--- config.mk ---
export PLATFORM = sky130hd
export DESIGN_NAME = char_ring_queue_with_dedup_insert_flat
export DESIGN_NICKNAME = d
export VERILOG_FILES = /design/src/rtl/crq_pkg.sv /design/src/rtl/crq_in_if.sv /design/src/rtl/crq_out_if.sv /design/src/rtl/crq_cfg_if.sv /design/src/rtl/crq_ctrl.sv /design/src/rtl/crq_dp.sv /design/src/rtl/char_ring_queue_with_dedup_insert.sv /design/src/flat_wrapper.sv
export SDC_FILE = /design/constraint.sdc
export NUM_CORES = 1
export LEC_CHECK = 0
export ABC_AREA = 1
export BUFFER_PORTS_ARGS = -buffer_cell sky130_fd_sc_hd__buf_2
export CAP_MARGIN = 30
export CORE_UTILIZATION = 60
export CTS_BUF_LIST = sky130_fd_sc_hd__clkbuf_16
export DETAILED_ROUTE_END_ITERATION = 8
export GPL_ROUTABILITY_DRIVEN = 1
export HOLD_SLACK_MARGIN = 0.15
export PLACE_DENSITY = 0.73
export SLEW_MARGIN = 0
export SYNTH_ARGS = -nofsm -noshare
export SYNTH_HDL_FRONTEND = slang
export SYNTH_SLANG_ARGS = --single-unit
--- constraint.sdc ---
create_clock -name i_clk -period 8.63 [get_ports i_clk]
set_input_delay 1.726 -clock i_clk [delete_from_list [all_inputs] [get_ports i_clk]]
set_output_delay 1.726 -clock i_clk [all_outputs]
set_load 0.02 [all_outputs]
--- src/rtl/crq_pkg.sv ---
// Shared constants, types and helpers for the character ring queue.
package crq_pkg;

    localparam int DEPTH  = 128;
    localparam int ADDR_W = $clog2(DEPTH);
    localparam int CNT_W  = ADDR_W + 1;
    localparam int KIND_W = 2;
    localparam int BYTE_W = 8;
    localparam int CAP_W  = 8;
    localparam int STAT_W = 2;
    localparam int CMP_W  = (CNT_W > CAP_W) ? CNT_W : CAP_W;
    localparam logic [CAP_W-1:0] CAP_RESET = CAP_W'(100);

    localparam logic [KIND_W-1:0] KIND_PUSH     = 2'd0;
    localparam logic [KIND_W-1:0] KIND_POP      = 2'd1;
    localparam logic [KIND_W-1:0] KIND_PUSH_NEW = 2'd2;

    typedef enum logic [STAT_W-1:0] {
        ST_OK    = 2'd0,
        ST_FULL  = 2'd1,
        ST_EMPTY = 2'd2,
        ST_DUP   = 2'd3
    } t_status;

    typedef struct packed {
        logic    cfg_wr;
        logic    push;
        logic    use_saved;
        logic    pop_rd;
        logic    scan_start;
        logic    scan_step;
        logic    out_load;
        logic    out_from_mem;
        t_status out_status;
    } t_dp_cmd;

    typedef struct packed {
        logic occ_zero;
        logic full;
        logic rd_match;
        logic scan_last;
    } t_dp_sts;

    function automatic logic [ADDR_W-1:0] f_adv(
        input logic [ADDR_W-1:0] idx,
        input logic [CNT_W-1:0]  cap
    );
        logic [CNT_W-1:0] n;
        begin
            n = {1'b0, idx} + CNT_W'(1);
            return (n >= cap) ? '0 : n[ADDR_W-1:0];
        end
    endfunction

endpackage

--- src/rtl/crq_in_if.sv ---
// Request channel: operation kind and character byte.
interface crq_in_if import crq_pkg::*; ();
    logic              valid;
    logic              ready;
    logic [KIND_W-1:0] kind;
    logic [BYTE_W-1:0] value;

    modport source (output valid, output kind, output value, input ready);
    modport sink   (input valid, input kind, input value, output ready);
endinterface

--- src/rtl/crq_out_if.sv ---
// Result channel: status code and popped byte.
interface crq_out_if import crq_pkg::*; ();
    logic              valid;
    logic              ready;
    logic [STAT_W-1:0] status;
    logic [BYTE_W-1:0] data;

    modport source (output valid, output status, output data, input ready);
    modport sink   (input valid, input status, input data, output ready);
endinterface

--- src/rtl/crq_cfg_if.sv ---
// Configuration write channel carrying the capacity register.
interface crq_cfg_if import crq_pkg::*; ();
    logic             valid;
    logic             ready;
    logic [CAP_W-1:0] capacity;

    modport source (output valid, output capacity, input ready);
    modport sink   (input valid, input capacity, output ready);
endinterface

--- src/rtl/crq_ctrl.sv ---
// Controller state machine sequencing push, pop and duplicate scan.
module crq_ctrl import crq_pkg::*; (
    input  logic              i_clk,
    input  logic              i_rst_n,
    input  logic              i_in_valid,
    input  logic [KIND_W-1:0] i_in_kind,
    output logic              o_in_ready,
    input  logic              i_cfg_valid,
    output logic              o_cfg_ready,
    output logic              o_out_valid,
    input  logic              i_out_ready,
    input  t_dp_sts           i_sts,
    output t_dp_cmd           o_cmd
);

    typedef enum logic [2:0] {
        S_IDLE = 3'b001,
        S_POP  = 3'b010,
        S_SCAN = 3'b100
    } t_state;

    t_state  r_state, n_state;
    logic    r_out_valid, n_out_valid;
    logic    accept;
    t_dp_cmd cmd;

    always_comb begin
        o_in_ready  = (r_state == S_IDLE) && (!r_out_valid || i_out_ready);
        o_cfg_ready = (r_state == S_IDLE) && !i_in_valid;
        accept      = i_in_valid && o_in_ready;
        n_state     = r_state;
        cmd         = '0;
        cmd.out_status = ST_OK;
        case (r_state)
            S_IDLE: begin
                if (accept) begin
                    cmd.out_load = 1'b1;
                    case (i_in_kind)
                        KIND_PUSH: begin
                            if (i_sts.full) begin
                                cmd.out_status = ST_FULL;
                            end else begin
                                cmd.push = 1'b1;
                            end
                        end
                        KIND_POP: begin
                            if (i_sts.occ_zero) begin
                                cmd.out_status = ST_EMPTY;
                            end else begin
                                cmd.out_load = 1'b0;
                                cmd.pop_rd   = 1'b1;
                                n_state      = S_POP;
                            end
                        end
                        KIND_PUSH_NEW: begin
                            if (i_sts.occ_zero) begin
                                cmd.push = 1'b1;
                            end else begin
                                cmd.out_load   = 1'b0;
                                cmd.scan_start = 1'b1;
                                n_state        = S_SCAN;
                            end
                        end
                        default: begin
                            cmd.out_status = ST_OK;
                        end
                    endcase
                end else if (i_cfg_valid && o_cfg_ready) begin
                    cmd.cfg_wr = 1'b1;
                end
            end
            S_POP: begin
                cmd.out_load     = 1'b1;
                cmd.out_from_mem = 1'b1;
                n_state          = S_IDLE;
            end
            S_SCAN: begin
                if (i_sts.rd_match) begin
                    cmd.out_load   = 1'b1;
                    cmd.out_status = ST_DUP;
                    n_state        = S_IDLE;
                end else if (i_sts.scan_last) begin
                    cmd.out_load = 1'b1;
                    n_state      = S_IDLE;
                    if (i_sts.full) begin
                        cmd.out_status = ST_FULL;
                    end else begin
                        cmd.push      = 1'b1;
                        cmd.use_saved = 1'b1;
                    end
                end else begin
                    cmd.scan_step = 1'b1;
                end
            end
            default: begin
                n_state = S_IDLE;
            end
        endcase
        if (cmd.out_load) begin
            n_out_valid = 1'b1;
        end else if (i_out_ready) begin
            n_out_valid = 1'b0;
        end else begin
            n_out_valid = r_out_valid;
        end
    end

    always_ff @(posedge i_clk) begin
        if (!i_rst_n) begin
            r_state     <= S_IDLE;
            r_out_valid <= 1'b0;
        end else begin
            r_state     <= n_state;
            r_out_valid <= n_out_valid;
        end
    end

    assign o_out_valid = r_out_valid;
    assign o_cmd       = cmd;

endmodule

--- src/rtl/crq_dp.sv ---
// Datapath: slot memory, queue pointers, scan counter and result register.
module crq_dp import crq_pkg::*; (
    input  logic              i_clk,
    input  logic              i_rst_n,
    input  t_dp_cmd           i_cmd,
    input  logic [BYTE_W-1:0] i_value,
    input  logic [CAP_W-1:0]  i_cap_data,
    output t_dp_sts           o_sts,
    output logic [STAT_W-1:0] o_status,
    output logic [BYTE_W-1:0] o_data
);

    logic [BYTE_W-1:0] mem [DEPTH];
    logic [BYTE_W-1:0] r_rd_data;
    logic [ADDR_W-1:0] rd_addr;
    logic [BYTE_W-1:0] wr_data;

    logic [CNT_W-1:0]  r_cap, n_cap;
    logic [ADDR_W-1:0] r_head, n_head;
    logic [ADDR_W-1:0] r_tail, n_tail;
    logic [CNT_W-1:0]  r_occ, n_occ;
    logic [ADDR_W-1:0] r_scan_addr, n_scan_addr;
    logic [CNT_W-1:0]  r_left, n_left;
    logic [BYTE_W-1:0] r_val;
    logic [STAT_W-1:0] r_status;
    logic [BYTE_W-1:0] r_data;
    logic [CMP_W-1:0]  cap_wide;

    always_comb begin
        cap_wide = CMP_W'(i_cap_data);
        if (cap_wide == '0) begin
            n_cap = CNT_W'(1);
        end else if (cap_wide > CMP_W'(DEPTH)) begin
            n_cap = CNT_W'(DEPTH);
        end else begin
            n_cap = cap_wide[CNT_W-1:0];
        end

        rd_addr = i_cmd.scan_step ? f_adv(r_scan_addr, r_cap) : r_head;
        wr_data = i_cmd.use_saved ? r_val : i_value;

        n_head      = r_head;
        n_tail      = r_tail;
        n_occ       = r_occ;
        n_scan_addr = r_scan_addr;
        n_left      = r_left;
        if (i_cmd.push) begin
            n_tail = f_adv(r_tail, r_cap);
            n_occ  = r_occ + CNT_W'(1);
        end
        if (i_cmd.pop_rd) begin
            n_head = f_adv(r_head, r_cap);
            n_occ  = r_occ - CNT_W'(1);
        end
        if (i_cmd.scan_start) begin
            n_scan_addr = r_head;
            n_left      = r_occ;
        end
        if (i_cmd.scan_step) begin
            n_scan_addr = rd_addr;
            n_left      = r_left - CNT_W'(1);
        end

        o_sts.occ_zero  = (r_occ == '0);
        o_sts.full      = (r_occ >= r_cap);
        o_sts.rd_match  = (r_rd_data == r_val);
        o_sts.scan_last = (r_left == CNT_W'(1));
    end

    always_ff @(posedge i_clk) begin
        if (i_cmd.push) begin
            mem[r_tail] <= wr_data;
        end
        r_rd_data <= mem[rd_addr];
    end

    always_ff @(posedge i_clk) begin
        if (!i_rst_n) begin
            r_cap  <= CNT_W'(CAP_RESET);
            r_head <= '0;
            r_tail <= '0;
            r_occ  <= '0;
        end else if (i_cmd.cfg_wr) begin
            r_cap  <= n_cap;
            r_head <= '0;
            r_tail <= '0;
            r_occ  <= '0;
        end else begin
            r_head <= n_head;
            r_tail <= n_tail;
            r_occ  <= n_occ;
        end
    end

    always_ff @(posedge i_clk) begin
        r_scan_addr <= n_scan_addr;
        r_left      <= n_left;
        if (i_cmd.scan_start) begin
            r_val <= i_value;
        end
        if (i_cmd.out_load) begin
            r_status <= i_cmd.out_status;
            r_data   <= i_cmd.out_from_mem ? r_rd_data : '0;
        end
    end

    assign o_status = r_status;
    assign o_data   = r_data;

endmodule

--- src/rtl/char_ring_queue_with_dedup_insert.sv ---
// Top level of the character ring queue with duplicate-suppressing insert.
// Push, unused kind and pop on empty: the result is registered directly from the beat.
// Pop: a registered slot-memory read, then the result register loads from it in S_POP.
// Push-if-new: scans the live slots from head, one live slot read per cycle; a match ends it early.
// Next beat once idle with the result register free: push 1 per cycle; a pop holds it off through S_POP.
// Reset clears pointers, occupancy and result valid, capacity returns to 100; slots are kept.
module char_ring_queue_with_dedup_insert import crq_pkg::*; (
    input  logic     i_clk,
    input  logic     i_rst_n,
    crq_in_if.sink   i_in,
    crq_out_if.source o_out,
    crq_cfg_if.sink  i_cfg
);

    t_dp_cmd cmd;
    t_dp_sts sts;

    crq_ctrl u_ctrl (
        .i_clk       (i_clk),
        .i_rst_n     (i_rst_n),
        .i_in_valid  (i_in.valid),
        .i_in_kind   (i_in.kind),
        .o_in_ready  (i_in.ready),
        .i_cfg_valid (i_cfg.valid),
        .o_cfg_ready (i_cfg.ready),
        .o_out_valid (o_out.valid),
        .i_out_ready (o_out.ready),
        .i_sts       (sts),
        .o_cmd       (cmd)
    );

    crq_dp u_dp (
        .i_clk      (i_clk),
        .i_rst_n    (i_rst_n),
        .i_cmd      (cmd),
        .i_value    (i_in.value),
        .i_cap_data (i_cfg.capacity),
        .o_sts      (sts),
        .o_status   (o_out.status),
        .o_data     (o_out.data)
    );

endmodule

--- src/flat_wrapper.sv ---
// flat-port wrapper written by rule: the top's interface ports become plain ports
module char_ring_queue_with_dedup_insert_flat import crq_pkg::*;
  (i_clk, i_rst_n, i_in_valid, i_in_kind, i_in_value, i_in_ready, o_out_valid, o_out_status, o_out_data, o_out_ready, i_cfg_valid, i_cfg_capacity, i_cfg_ready);
  crq_in_if i_in_i ();
  crq_out_if o_out_i ();
  crq_cfg_if i_cfg_i ();
  input  logic i_clk;
  input  logic i_rst_n;
  input wire logic [$bits(i_in_i.valid)-1:0] i_in_valid;
  input wire logic [$bits(i_in_i.kind)-1:0] i_in_kind;
  input wire logic [$bits(i_in_i.value)-1:0] i_in_value;
  output wire logic [$bits(i_in_i.ready)-1:0] i_in_ready;
  output wire logic [$bits(o_out_i.valid)-1:0] o_out_valid;
  output wire logic [$bits(o_out_i.status)-1:0] o_out_status;
  output wire logic [$bits(o_out_i.data)-1:0] o_out_data;
  input wire logic [$bits(o_out_i.ready)-1:0] o_out_ready;
  input wire logic [$bits(i_cfg_i.valid)-1:0] i_cfg_valid;
  input wire logic [$bits(i_cfg_i.capacity)-1:0] i_cfg_capacity;
  output wire logic [$bits(i_cfg_i.ready)-1:0] i_cfg_ready;
  assign i_in_i.valid = i_in_valid;
  assign i_in_i.kind = i_in_kind;
  assign i_in_i.value = i_in_value;
  assign i_in_ready = i_in_i.ready;
  assign o_out_valid = o_out_i.valid;
  assign o_out_status = o_out_i.status;
  assign o_out_data = o_out_i.data;
  assign o_out_i.ready = o_out_ready;
  assign i_cfg_i.valid = i_cfg_valid;
  assign i_cfg_i.capacity = i_cfg_capacity;
  assign i_cfg_ready = i_cfg_i.ready;
  char_ring_queue_with_dedup_insert u_core (.i_clk(i_clk), .i_rst_n(i_rst_n), .i_in(i_in_i), .o_out(o_out_i), .i_cfg(i_cfg_i));
endmodule
==> key figures <==
Floorplan
  – Cell Rows: 105
  – Die area: roughly 0.085 mm2
  – Die Ht: 291 um
  – Initial core utilization: 0.609
  – Die W: 291 um
  – Core ar.: 0.0824 mm2
  – I/O pin cnt: 36

STA
  – Worst relative slew slack: 0.340
  – RSZ-0062 raised after global routing: no
  – Clock Skews: 0.0411 ns
  – Setup TNS: 0 ns
  – Hold Vio Cnt, Final: 0
  – Count of pins over their slew limit: 0
  – Final Critical Period: 4.90 ns
  – Maximum clock rate: roughly 200 MHz
  – Final setup viols: 0
  – Post-route clock period utilization: 0.567
  – Final WS setup: 3.73 ns
  – Worst-Margin Slew: 0.990 ns

Worst hold path
  – HP Start: u_core.u_dp.r_head[6]$_SDFFE_PP0P_
  – Worst min path class: reg -> reg

Detailed routing
  – Via density: 5.69
  – DR WL/cell: 20.5 um
  – Remaining antenna violation count: 0
  – 1st-iter DRT viols: 4,198
  – Vias: 34,700
  – TritonRoute pass-1 iters: 7
  – DRC Markers: 0
  – Final WL: 125 mm

Logic synthesis
  – Avg Synthesized Cell Area: 10.1 um2
  – Syn Nets: 5,056
  – Top-area cell type share of the netlist area: 0.632
  – Ranking of synthesized cells by area: edfxtp_1, nand3_1, nand2_1
  – Synth cell types: 46
  – Cell taking the most area after synthesis: edfxtp_1
  – Post-synthesis sequential area ratio: 0.649
  – Most used DFF post-synth: edfxtp_1
  – Synth Register Bits: roughly 1,100
  – EDFF count, synth: 1,057
  – Mapped cell area: 0.0502 mm2
  – FFs w/ async S/R, synth: 0
  – Syn Inst Count: 4,986
  – Synth top cells by count: nand2_1, edfxtp_1, nand3_1, inv_1, nor2_1
  – Warnings, synthesis: 0
  – Most common cell in the netlist: nand2_1

Power and ir drop
  – Pwr dens: 213 mW/mm2
  – Max IR drop VDD: 0.000222 V
  – Cell leakage power: 23.0 nW

Cells and area
  – Area Overhead vs Synth: 8.88%
  – Fin nets: 5,012
  – N_diodes: 0
  – Layout cell share with drive strength beyond 1: 0.0578
  – Final Non-Filler Cells: 6,103
  – # fillers: 6,190
  – Final Cell Area: ~0.055 mm2

Setup path
  – Reg-to-Reg Start: u_core.u_dp.r_scan_addr[0]$_DFFE_PP_
  – Crit Path Category: reg -> reg
  – Setup crit start kind: flip-flop
  – Worst setup endpoint: u_core.u_dp.r_rd_data[7]$_DFF_P_
  – Worst EP required: around 9 ns
  – CP arrival: 5.53 ns
  – Worst r2r dst: u_core.u_dp.r_rd_data[7]$_DFF_P_
  – Worst-path maximum fanout: 59
  – Reg2Reg Depth: 22
  – Worst Setup SP: u_core.u_dp.r_scan_addr[0]$_DFFE_PP_
  – R2R Setup Slk: 3.73 ns
  – Setup crit end kind: flip-flop

Place
  – # placed instances: ~5,900
  – Placed inst area: 0.0511 mm2
  – Pre-CTS setup slack: 3.44 ns
  – Port Buffers: 35
  – Placer Congestion: just under 0.9
  – Final HPWL DP: between 70 and 80 mm

Global route
  – Global-route wire length before repair: between 150 and 200 mm
  – Vias in the first global route: around 33,000
  – GR Util met3: 0.0482
  – Maximum number of pins on one net before global-route repair: 177
  – Met1 Usage GRT: 0.421
  – Met2 usage: 0.462
  – Total track usage: 0.295
  – Grt total ovfl: 0
  – Antenna violations before repair: 1
  – GR peak layer: met2

CTS
  – Post-CTS setup buffers: 0
  – CTS tree: yes
  – Post-cts gate resize count: 0
  – Sink Count: 1,099
  – Root Driver: clkbuf_16
  – Clk Latency, worst-skew pair: 0.70 ns
  – Clock buffer depth: 3
  – CTS Buf Count: 110
  – H-tree level count: 3
  – CTS Hold Bufs: 0
  – Clk slew on worst S/H paths: 0.06 ns

Job
  – MaxCap Viol Count: 0

Run status
  – Outcome: finished clean
[layout make-up]
| cell class | instances | area [um2] | area share |
|---|---|---|---|
| clock inverter | 93 | 742 | 0.0136 |
| inverter | 997 | 3750 | 0.0686 |
| timing repair buffer | 90 | 873 | 0.0160 |
| multi-input combinational | 2644 | 12600 | 0.231 |
| sequential | 1099 | 32600 | 0.596 |
| tap | 1070 | 1340 | 0.0245 |
| clock buffer | 110 | 2750 | 0.0504 |
[cells by family (layout without fill, tap and decap cells)]
family,Yosys count,in the layout,share of synthesized area
AOI/OAI and AO/OA,107,107,0.0130
xor gates and xnor gates,25,25,0.00436
adders and majority gates,47,47,0.0119
buffers and inverters,1243,1290,0.103
DFF,1099,1099,0.649
and+or+nand+nor,2465,2465,0.219
[state kept, by name, indices dropped and copies added (netlist names)]
signal,count
u_core.u_dp.mem,1024
u_core.u_dp.o_data,8
u_core.u_dp.r_cap,8
u_core.u_dp.r_left,8
u_core.u_dp.r_occ,8
u_core.u_dp.r_rd_data,8
u_core.u_dp.r_val,8
u_core.u_dp.r_head,7
u_core.u_dp.r_scan_addr,7
u_core.u_dp.r_tail,7
u_core.u_ctrl.r_state,3
u_core.u_dp.o_status,2
u_core.u_ctrl.o_out_valid,1
[worst max-delay path, stage by stage, from the launching register on]
cell	delay, ns
edfxtp_1	0.45
ha_1	0.26
nand3_1	0.12
nand3b_1	0.13
xor2_1	0.19
inv_1	0.06
ha_1	0.27
nand2_1	0.08
o21a_1	0.15
nand2_1	0.10
nor2_1	0.29
nand2_1	0.15
o21ai_4	0.10
buf_4	0.55
buf_4	0.72
nand3_1	0.26
nand3_1	0.16
nand3_1	0.11
nand3_1	0.21
nand3_1	0.10
nand2_1	0.09
nand2_1	0.11
nand2_1	0.08
[metrics by stage]
step	util	hold slack, ns	power [mW]
2_1_floorplan	-	0.445	6.80
3_3_place_gp	0.617	0.458	7.07
4_1_cts	0.662	0.469	11.6
3_5_place_dp	0.620	0.460	7.10
5_1_grt	0.663	0.502	12.0
6_report	0.663	0.465	11.6
[power by group]
part	switching [mW]	internal, mW
registers	0.0530	5.92
logic	0.770	0.271
clock network	2.03	2.59
total	2.85	8.78
[layer usage]
layer,part of all wire,wire length [um]
met1,0.40,49900
met3,0.11,13800
met2,0.46,57400
met4,0.031,3900
met5,0,0
[worst min path at each step]
stage | slack (ns) | end | cells after the start
finish | 0.47 | u_core.u_dp.r_head[6]$_SDFFE_PP0P_ | 2
global placement | 0.46 | u_core.u_dp.r_head[6]$_SDFFE_PP0P_ | 2
CTS | 0.47 | u_core.u_dp.r_head[6]$_SDFFE_PP0P_ | 2
floorplan | 0.45 | u_core.u_dp.r_head[6]$_SDFFE_PP0P_ | 2
detailed placement | 0.46 | u_core.u_dp.r_head[6]$_SDFFE_PP0P_ | 2
global route | 0.50 | u_core.u_dp.r_head[6]$_SDFFE_PP0P_ | 2
[placed cells by master (no fill, tap or decap), types with 3 or more instances in the layout]
cell type and instances:
a211oi_1 13, a31oi_1 3, clkbuf_16 110, nand2_4 4
buf_4 36, xnor2_1 6, inv_1 1006, nor4_1 4
clkinv_1 33, bufinv_16 9, o21ai_4 11, a21oi_1 39
clkinvlp_4 5, nor2_1 182, nand4_1 5, nand2_2 3
edfxtp_1 1057, inv_2 11, buf_12 11, nor3_1 7
buf_2 35, o21a_1 4, dfxtp_1 42, nor2_4 3
nand3b_1 67, buf_16 7, nand3_1 1042, o21ai_0 20
xor2_1 19, inv_16 3, nand3_2 8, ha_1 46
a22oi_1 4, clkinv_2 19, nand2_1 1132, o211ai_1 4
(Power assumes the default switching activity.)
